$ cat src/rtl/core/mbk_pkg.sv
// Shared types and codes for the mini-batch k-means engine.
package mbk_pkg;

  localparam int COUNT_W    = 24;
  localparam int DIST_OUT_W = 37;
  localparam int CFG_IDX_W  = 2;
  localparam int CFG_DATA_W = 8;

  localparam logic [1:0] KIND_CENT  = 2'd0;
  localparam logic [1:0] KIND_TRAIN = 2'd1;
  localparam logic [1:0] KIND_QUERY = 2'd2;

  localparam logic [1:0] OP_CENT  = 2'd0;
  localparam logic [1:0] OP_TRAIN = 2'd1;
  localparam logic [1:0] OP_QUERY = 2'd2;

  localparam logic RK_LABEL = 1'b0;
  localparam logic RK_BATCH = 1'b1;

  localparam logic [CFG_IDX_W-1:0] REG_CLUSTER_COUNT = 2'd0;
  localparam logic [CFG_IDX_W-1:0] REG_DIM           = 2'd1;
  localparam logic [CFG_IDX_W-1:0] REG_BATCH_LEN     = 2'd2;

  localparam logic [COUNT_W-1:0] COUNT_MAX = {COUNT_W{1'b1}};

endpackage

$ cat src/rtl/core/mbk_queue.sv
// Short command queue between the front and back ends.
module mbk_queue
  import mbk_pkg::*;
#(
  parameter int WIDTH = 8,
  parameter int DEPTH = 4
) (
  input  logic             clk,
  input  logic             rst,
  input  logic             push,
  input  logic [WIDTH-1:0] push_data,
  output logic             full,
  input  logic             pop,
  output logic [WIDTH-1:0] head,
  output logic             empty
);

  localparam int AW = (DEPTH > 1) ? $clog2(DEPTH) : 1;

  logic [WIDTH-1:0] slots [DEPTH];
  logic [AW-1:0]    wr_ptr;
  logic [AW-1:0]    rd_ptr;
  logic [AW:0]      fill;

  assign full  = fill == (AW+1)'(DEPTH);
  assign empty = fill == '0;
  assign head  = slots[rd_ptr];

  always_ff @(posedge clk) begin
    if (push) slots[wr_ptr] <= push_data;
  end

  always_ff @(posedge clk) begin
    if (rst) begin
      wr_ptr <= '0;
      rd_ptr <= '0;
      fill   <= '0;
    end else begin
      if (push) wr_ptr <= (wr_ptr == AW'(DEPTH - 1)) ? '0 : wr_ptr + AW'(1);
      if (pop) rd_ptr <= (rd_ptr == AW'(DEPTH - 1)) ? '0 : rd_ptr + AW'(1);
      if (push && !pop) fill <= fill + (AW+1)'(1);
      else if (pop && !push) fill <= fill - (AW+1)'(1);
    end
  end

endmodule

$ cat config.mk
export PLATFORM = sky130hd
export DESIGN_NAME = mbk_queue
export DESIGN_NICKNAME = d
export VERILOG_FILES = /design/src/rtl/core/mbk_pkg.sv /design/src/rtl/core/mbk_queue.sv
export SDC_FILE = /design/constraint.sdc
export NUM_CORES = 1
export LEC_CHECK = 0
export BUFFER_PORTS_ARGS = -buffer_cell sky130_fd_sc_hd__buf_2
export CAP_MARGIN = 10
export CELL_PAD_IN_SITES_DETAIL_PLACEMENT = 2
export CELL_PAD_IN_SITES_GLOBAL_PLACEMENT = 2
export CORE_MARGIN = 4
export CORE_UTILIZATION = 40
export CTS_BUF_LIST = sky130_fd_sc_hd__clkbuf_8
export CTS_CLUSTER_SIZE = 14
export DETAILED_ROUTE_END_ITERATION = 10
export PLACE_DENSITY_LB_ADDON = 0.1
export SLEW_MARGIN = 25
export SYNTH_ARGS = -nofsm -noshare
export SYNTH_HDL_FRONTEND = slang
export SYNTH_SLANG_ARGS = --single-unit
$ cat constraint.sdc
create_clock -name clk -period 4.4 [get_ports clk]
set_clock_uncertainty 0.05 [all_clocks]
set_input_delay 0.22 -clock clk [delete_from_list [all_inputs] [get_ports clk]]
set_output_delay 0.22 -clock clk [all_outputs]
set_load 0.02 [all_outputs]
==> results of run 1 <==
-- state kept, by name, indices dropped and copies added, names as in the netlist, named ones only --
signal  cells
slots      32
fill        3
rd_ptr      2
wr_ptr      2
-- layer usage --
layer  vias up  global-route usage  part of all wire
met2        17              0.2255              0.51
met3         4             0.02699             0.038
met1       406              0.1748              0.44
met4         0             0.06889             0.012
li1        377                   -                 -
met5         -                   0                 0
-- path summary, 6_finish.rpt --
check | start | end | slack [ps]
max | register | head[7] | 2380
min | push_data[0] | slots[0][0] | 100
max reg2reg | fill[0] | fill[2] | 2820
min reg2reg | fill[2] | fill[2] | 490
-- worst max-delay path, cell delays in order, from the launching register on --
cell	delay [ps]
dfxtp_1	690
mux4_2	590
buf_2	180
-- power breakdown --
| group | total [mW] | switching (mW) | internal, mW | leakage [nW] |
|---|---|---|---|---|
| Clock | 0.309 | 0.125 | 0.184 | 0.0574 |
| Sequential | 0.458 | 0.0180 | 0.440 | 0.368 |
| Combinational | 0.0984 | 0.0554 | 0.0430 | 0.265 |
| Total | 0.866 | 0.198 | 0.668 | 0.691 |
-- final cells by class --
| type | instances | area, um2 |
|---|---|---|
| multi-input combinational | 39 | 425.4 |
| clock inverter | 2 | 37.54 |
| clock buffer | 6 | 82.58 |
| sequential | 41 | 1141 |
| timing repair buffer | 21 | 105.1 |
| inverter | 4 | 15.01 |
| fill | 339 | 1904 |
| tap | 48 | 60.06 |
-- cell families (layout without fill, tap and decap cells) --
kind of cell               Yosys count  after routing  synth area share
xor gates and xnor gates             2              2           0.01097
and+or+nand+nor                     15             15           0.04855
buffers and inverters                6             33           0.01957
adders and majority gates            7              7           0.05951
muxes                               12             12            0.1378
DFF                                 41             41            0.7142
AOI/OAI and AO/OA                    3              3          0.009394
-- through the flow --
stage	hold slack [ps]	instance area, um2	cells
after floorplan	239.1	1598	86
after global placement	380.9	1747	153
after detailed placement	399.1	1747	153
after CTS	92.08	1867	161
after global routing	95.74	1867	161
final	99.40	1867	161
-- cell usage in the layout (no fill, tap or decap) --
master	netlist	layout
mux2i_1	4	4
clkbuf_8	0	6
a21oi_1	2	2
bufinv_16	0	1
and2_1	4	4
ha_1	6	6
clkinvlp_4	0	1
buf_2	0	21
o21ai_0	1	1
nor2_1	7	7
mux4_2	8	8
xor2_1	2	2
or3_1	1	1
dfxtp_1	9	9
edfxtp_1	32	32
nor3b_1	2	2
fa_1	1	1
nor3_1	1	1
inv_1	4	4
==> impl_metrics.env, run 1 <==
export IMPL_outcome="finished clean"
export IMPL_cts_num_sinks=41
export IMPL_rsz0062_at_grt="no"
export IMPL_drc=0
export IMPL_clkTransAtPathRegs_ps=80
export IMPL_crit_fanout=8
export IMPL_cts_max_level=2
export IMPL_routabilityCongestion=0.6392
export IMPL_hpwl_um=2215
export IMPL_grt_max_degree=14
export IMPL_vias_per_cell=4.994
export IMPL_reg2reg_depth=4
export IMPL_port_buffers=21
export IMPL_cts_max_path_buffers=2
export IMPL_diodes=0
export IMPL_ir_drop_mv=0.2644
export IMPL_grt_util_all_layers=0.1382
export IMPL_overflow=0
export IMPL_syn_area_per_cell_um2=18.58
export IMPL_worst_slew_pin_slew_ps=572.6
export IMPL_clkLatencyLatePin_ps=280
export IMPL_critPathArrivalTime_ps=1750
export IMPL_core_area_um2=3771
export IMPL_grt_pass1_wl_um=5106
export IMPL_yosysUniqueCellTypes=17
export IMPL_ios=22
export IMPL_fp_dieH_um=71.20
export IMPL_synth_flop_cell="edfxtp_1"
export IMPL_critical_path_class="reg -> out"
export IMPL_die_x_um=71.20
export IMPL_yosys_top_cells_count="32 x edfxtp_1, 9 x dfxtp_1, 8 x mux4_2"
export IMPL_grt_pass1_vias=933
export IMPL_powerDensity_nw_per_um2=463.8
export IMPL_dp_slack_ps=2536
export IMPL_hold_path_class="in -> reg"
export IMPL_route_vias_total=804
export IMPL_start_util=0.4237
export IMPL_synth_net_count=105
export IMPL_fin_nets=131
export IMPL_synth_cells=86
export IMPL_power_mw=0.8658
export IMPL_cp_start_kind="register"
export IMPL_drtIter0Drc=30
export IMPL_synth_top_cell_area_share=0.6014
export IMPL_fin_setup_tns_ps=0
export IMPL_synth_most_common_cell="edfxtp_1"
export IMPL_synthArstFlopShare=0
export IMPL_timing_final_ws_setup_ps=2384
export IMPL_finalCritPeriodShare=0.4581
export IMPL_finalMaxSlewViolations=0
export IMPL_ant_nets=0
export IMPL_layout_drive_gt1_share=0.3274
export IMPL_avgRoutedWirePerCell_um=18.62
export IMPL_synth_edf_count=32
export IMPL_synth_area_top_cells="edfxtp_1 60%, dfxtp_1 11%, mux4_2 11%"
export IMPL_area_growth_pct=16.84
export IMPL_synth_top_area_cell="edfxtp_1"
export IMPL_cts_tree="built"
export IMPL_dr_pass1_iters=4
export IMPL_cts_setup_buffers=0
export IMPL_cts_root_buffer="clkbuf_8"
export IMPL_slew_headroom=0.6178
export IMPL_cts_hold_buf=0
export IMPL_postLayoutCoreUtil=0.4950
export IMPL_antenna_found_initial=0
export IMPL_die_area_um2=5069
export IMPL_finalWirelength_um=2998
export IMPL_post_cts_resized=0
export IMPL_leakage_nw=0.6909
export IMPL_num_rows=22
export IMPL_synth_area_um2=1598
export IMPL_fmax_mhz=496.1
export IMPL_setup_violations=0
export IMPL_ys_seq_area_frac=0.7142
export IMPL_end_kind="primary output"
export IMPL_cts_buffers=5
export IMPL_synth_seq_cells=41
export IMPL_final_min_clock_period_ps=2016
export IMPL_hold_viol=0
export IMPL_whs_path_depth=1
export IMPL_crit_required_ps=4130
export IMPL_maxCapViolations=0
export IMPL_yosys_warnings=0
Power figures use the tool's default switching activity.
==> inputs of run 2 (changes only) <==
CORE_UTILIZATION = 39   (was 40)
clock period = 1.7 ns   (was 4.4 ns; I/O delays follow)
==> run 2 against run 1 <==
Against the previous run:
- setup slack got worse by 2300 ps
- worst hold slack got worse by 86 ps
- sequential share of layout area decreased by 4.1 points
- clock power increased to 2.9 times the previous value
- non-clock buffer count increased by 12
- wire length increased by 6.7%
- cell count increased by 8.7%
- critical endpoint is now head[0]
- flip-flop and latch count unchanged
- via count increased by 7.7%
- register-to-register slack got worse by 2700 ps
==> impl_metrics.env, run 2 (synthesized netlist as in run 1, its figures left out) <==
export IMPL_finish_instance_area_um2=2001
export IMPL_hpwl_um=2320
export IMPL_cts_setup_buffers=0
export IMPL_avgRoutedWirePerCell_um=18.28
export IMPL_finalMaxSlewViolations=0
export IMPL_timing_rr_end="fill[2]"
export IMPL_vias_per_cell=4.949
export IMPL_grt_max_degree=14
export IMPL_place_inst=159
export IMPL_multi_input_area_um2=425.4
export IMPL_critPathArrivalTime_ps=1480
export IMPL_diodes=0
export IMPL_slew_headroom=0.6884
export IMPL_ir_drop_mv=0.6700
export IMPL_cts_max_level=2
export IMPL_end_kind="primary output"
export IMPL_ant_nets=0
export IMPL_power_mw=2.377
export IMPL_dpl_cell_area_um2=1779
export IMPL_num_rows=23
export IMPL_top_regs="slots: 32 flops, fill: 3 flops"
export IMPL_powerDensity_nw_per_um2=1188
export IMPL_fmax_mhz=617.8
export IMPL_cp_start_kind="register"
export IMPL_setup_violations=0
export IMPL_p_switching_mw=0.5205
export IMPL_final_min_clock_period_ps=1619
export IMPL_final_cell_mix="32 x edfxtp_1, 21 x buf_2, 9 x dfxtp_1, 8 x mux4_2, 8 x dlygate4sd3_1"
export IMPL_routabilityCongestion=0.6545
export IMPL_die_x_um=72.01
export IMPL_route_vias_total=866
export IMPL_drtIter0Drc=79
export IMPL_layout_drive_gt1_share=0.3280
export IMPL_power_frac_comb=0.122
export IMPL_maxCapViolations=0
export IMPL_port_buffers=21
export IMPL_hold_path_class="in -> reg"
export IMPL_postLayoutCoreUtil=0.5038
export IMPL_critical_path_class="reg -> out"
export IMPL_reg2reg_from="fill[0]"
export IMPL_crit_required_ps=1560
export IMPL_rsz0062_at_grt="no"
export IMPL_antenna_found_initial=0
export IMPL_r2r_slack_ps=170
export IMPL_layout_commonest_cell="edfxtp_1"
export IMPL_cts_tree="built"
export IMPL_crit_end="head[0]"
export IMPL_nFillCells=361
export IMPL_outcome="finished clean"
export IMPL_dr_pass1_iters=4
export IMPL_hold_viol=0
export IMPL_grt_pass1_wl_um=5292
export IMPL_clkLatencyLatePin_ps=290
export IMPL_core_area_um2=3971
export IMPL_clkTransAtPathRegs_ps=80
export IMPL_cts_buffers=5
export IMPL_area_growth_pct=25.22
export IMPL_finalWirelength_um=3199
export IMPL_drc=0
export IMPL_cts_max_path_buffers=2
export IMPL_hold_slack_ps=13.21
export IMPL_crit_fanout=8
export IMPL_intPower_mw=1.856
export IMPL_reg2reg_depth=4
export IMPL_start_util=0.4023
export IMPL_fin_cells=175
export IMPL_dp_slack_ps=27.61
export IMPL_min_delay_start="rst"
export IMPL_fp_dieH_um=72.01
export IMPL_die_area_um2=5185
export IMPL_seq_power_share=0.496
export IMPL_grt_pass1_vias=1016
export IMPL_cts_root_buffer="clkbuf_8"
export IMPL_fin_setup_tns_ps=0
export IMPL_largest_register="slots"
export IMPL_ios=22
export IMPL_timing_final_ws_setup_ps=81.32
export IMPL_ff_latch_area_um2=1141
export IMPL_cts_num_sinks=41
export IMPL_switching_share=0.2190
export IMPL_grt_util_all_layers=0.1411
export IMPL_worst_slew_pin_slew_ps=467.4
export IMPL_overflow=0
export IMPL_clock_power_share=0.382
export IMPL_finalCritPeriodShare=0.9522
export IMPL_leakage_nw=0.7580
export IMPL_fin_nets=143
export IMPL_largest_reg_flops=32
## run 2: metal layers
layer	global-route usage	routed length [um]
met5	0	0
met4	0.06054	64
met3	0.04155	117
met2	0.2459	1645
met1	0.1608	1372
## run 2: worst min path at each step
stage | end | slack, ps | depth (start not counted)
after CTS | fill[2] | 5 | 2
after global routing | fill[1] | 10 | 2
after global placement | slots[2][1] | 250 | 1
final | fill[2] | 10 | 2
after floorplan | fill[2] | 100 | 1
after detailed placement | slots[1][1] | 250 | 1
## run 2: critical path, stage by stage, from the launching register on
cell     delay [ps]
dfxtp_1         350
buf_8           160
mux4_2          510
buf_2           180
## run 2: layout make-up
type | instances | area share
clock inverters | 3 | 0.03252
multi-input cells | 39 | 0.2126
inverters | 4 | 0.007505
well taps | 50 | 0.03127
flip-flops and latches | 41 | 0.5704
clock buffers | 5 | 0.03440
repair buffers | 33 | 0.1113
## run 2: power groups by stage
stage / clock [mW] / combinational (mW) / sequential (mW)
3_3_place_gp: 0 / 0.266 / 1.20
4_1_cts: 0.935 / 0.296 / 1.18
5_1_grt: 0.983 / 0.325 / 1.19
2_1_floorplan: 0 / 0.186 / 1.18
6_report: 0.908 / 0.290 / 1.18
3_5_place_dp: 0 / 0.279 / 1.20
## run 2: timing repair
action | in CTS | in global routing
gates resized for setup | 0 | 2
hold endpoints to repair | 32 | 0
setup endpoints to repair | 0 | 8
hold buffers | 8 | 0
==> inputs of run 3 (changes only) <==
ABC_AREA = 1   (was not set)
CORE_UTILIZATION = 36   (was 39)
==> run 3 against run 2 <==
Against the previous run:
- sequential power hardly changed
- cell count rose by 28%
- critical path type unchanged
- first-iteration DRC count increased by 20%
- core utilization is 4.9 points lower
- synthesized cell count is 57% higher
- non-clock buffer count fell by 2
- clock power shrank 31%
- fmax grew 3.6%
==> impl_metrics.env, run 3 <==
export IMPL_outcome="finished clean"
export IMPL_die_area_um2=5735
export IMPL_end_kind="primary output"
export IMPL_synth_net_count=154
export IMPL_synth_top_area_cell="edfxtp_1"
export IMPL_place_inst=207
export IMPL_cts_max_level=2
export IMPL_finalWirelength_um=3893
export IMPL_synth_area_top_cells="edfxtp_1 58%, dfxtp_1 11%, nor2_1 5.0%"
export IMPL_fin_cells=224
export IMPL_cts_num_sinks=41
export IMPL_yosys_warnings=0
export IMPL_rsz0062_at_grt="no"
export IMPL_cp_start_kind="register"
export IMPL_clkTransAtPathRegs_ps=70
export IMPL_cts_root_buffer="clkbuf_8"
export IMPL_cts_max_path_buffers=2
export IMPL_worst_slew_pin_slew_ps=426.7
export IMPL_cts_tree="built"
export IMPL_ios=22
export IMPL_dpl_cell_area_um2=1807
export IMPL_layout_commonest_cell="edfxtp_1"
export IMPL_grt_pass1_wl_um=6299
export IMPL_leakage_nw=0.8055
export IMPL_grt_util_all_layers=0.1536
export IMPL_setup_violations=0
export IMPL_layout_drive_gt1_share=0.2093
export IMPL_yosysUniqueCellTypes=19
export IMPL_syn_area_per_cell_um2=12.23
export IMPL_cts_setup_buffers=0
export IMPL_largest_register="slots"
export IMPL_synth_cells=135
export IMPL_cts_buffers=5
export IMPL_die_x_um=75.73
export IMPL_ff_latch_area_um2=1144
export IMPL_final_cell_mix="32 x edfxtp_1, 22 x nor2_1, 21 x buf_2, 16 x inv_1, 15 x o21ai_0"
export IMPL_fmax_mhz=640.0
export IMPL_hpwl_um=2829
export IMPL_synthArstFlopShare=0
export IMPL_diodes=0
export IMPL_critical_path_class="reg -> out"
export IMPL_largest_reg_flops=32
export IMPL_clkLatencyLatePin_ps=290
export IMPL_multi_input_area_um2=427.9
export IMPL_routabilityCongestion=0.7705
export IMPL_hold_path_class="in -> reg"
export IMPL_synth_flop_cell="edfxtp_1"
export IMPL_finalCritPeriodShare=0.9191
export IMPL_area_growth_pct=20.68
export IMPL_drtIter0Drc=95
export IMPL_yosys_top_cells_count="32 x edfxtp_1, 22 x nor2_1, 15 x inv_1, 15 x o21ai_0, 9 x dfxtp_1"
export IMPL_core_area_um2=4384
export IMPL_slew_headroom=0.7152
export IMPL_timing_final_ws_setup_ps=137.5
export IMPL_vias_per_cell=4.951
export IMPL_antenna_found_initial=0
export IMPL_synth_edf_count=32
export IMPL_ant_nets=0
export IMPL_num_rows=24
export IMPL_critPathArrivalTime_ps=1430
export IMPL_route_vias_total=1109
export IMPL_finish_instance_area_um2=1993
export IMPL_synth_top_cell_area_share=0.5818
export IMPL_synth_seq_cells=41
export IMPL_port_buffers=21
export IMPL_overflow=0
export IMPL_dp_slack_ps=242.6
export IMPL_crit_fanout=9
export IMPL_powerDensity_nw_per_um2=1060
export IMPL_crit_required_ps=1560
export IMPL_nFillCells=454
export IMPL_start_util=0.3767
export IMPL_hold_viol=0
export IMPL_ir_drop_mv=0.3805
export IMPL_avgRoutedWirePerCell_um=17.38
export IMPL_grt_max_degree=17
export IMPL_synth_most_common_cell="edfxtp_1"
export IMPL_fin_setup_tns_ps=0
export IMPL_grt_pass1_vias=1260
export IMPL_fin_nets=190
export IMPL_fp_dieH_um=75.73
export IMPL_drc=0
export IMPL_dr_pass1_iters=4
export IMPL_final_min_clock_period_ps=1563
export IMPL_synth_area_um2=1652
export IMPL_top_regs="slots: 32 flops, fill: 3 flops"
export IMPL_ys_seq_area_frac=0.6909
export IMPL_maxCapViolations=0
export IMPL_finalMaxSlewViolations=0
-- run 3: changes by cell type in the layout (fill, tap and decap cells not counted), moves of 3 or more --
cell     delta
nor2_1     +15
o21ai_0    +14
inv_1      +12
mux4_2      -8
nand2_1     +8
o22ai_1     +8
and2_1      -4
mux2i_1     -4
nor3_1      +3
-- run 3: metal layers --
metal,vias to the layer above,routed length (um),global-route usage,part of all wire
li1,543,-,-,-
met2,16,2149,0.2886,0.55
met4,0,38,0.04078,0.0098
met1,546,1591,0.1706,0.41
met3,4,113,0.03958,0.029
met5,-,0,0,0
-- run 3: cells by family (layout without fill, tap and decap cells) --
group | after synthesis | count (layout) | share of synthesized area
DFF | 41 | 41 | 0.6909
adders and majority gates | 7 | 7 | 0.05758
and+or+nand+nor | 38 | 38 | 0.09470
xor gates and xnor gates | 1 | 1 | 0.005304
buffers and inverters | 18 | 55 | 0.04999
AOI/OAI and AO/OA | 30 | 30 | 0.1015
-- run 3: cell type report --
| type | instances | area share |
|---|---|---|
| clock buffer | 6 | 0.04143 |
| clock inverter | 2 | 0.003766 |
| inverter | 16 | 0.03202 |
| multi-input combinational | 76 | 0.2147 |
| sequential | 41 | 0.5738 |
| tap | 52 | 0.03264 |
| timing repair buffer | 31 | 0.1017 |
-- run 3: report_power, final --
| group | internal, mW | switching (mW) | leakage (nW) |
|---|---|---|---|
| registers | 1.14 | 0.0436 | 0.369 |
| logic | 0.113 | 0.194 | 0.382 |
| clock network | 0.319 | 0.306 | 0.0538 |
| total | 1.57 | 0.544 | 0.806 |
-- run 3: final timing paths --
path                                start     endpoint  slack [ps]  cells past startpoint
worst max-delay path             register      head[0]         140                      4
worst min-delay path                  pop     register         120                      4
worst max register to register  wr_ptr[0]  slots[0][2]         320                      4
worst min register to register  wr_ptr[1]    wr_ptr[1]         500                      2
-- run 3: stage by stage --
stage               utilization  hold slack (ps)  total power [mW]
floorplan                     -            107.4             1.376
global placement         0.4121            254.7             1.472
finish                   0.4546            116.2             2.113
global route             0.4546            145.8             2.231
detailed placement       0.4121            257.3             1.500
CTS                      0.4538            94.17             2.153
-- run 3: critical path, stage by stage (launching register included) --
cell and delay [ps]:
dfxtp_2 470, clkinvlp_4 260, o21ai_0 150, o22ai_1 100, buf_2 170
-- run 3: repair_timing --
item	4_1_cts	5_1_grt
cloned	0	0
resized for setup	2	1
endpoints found under the setup margin	5	2
endpoints found under the hold margin	36	0
hold buffers	9	0
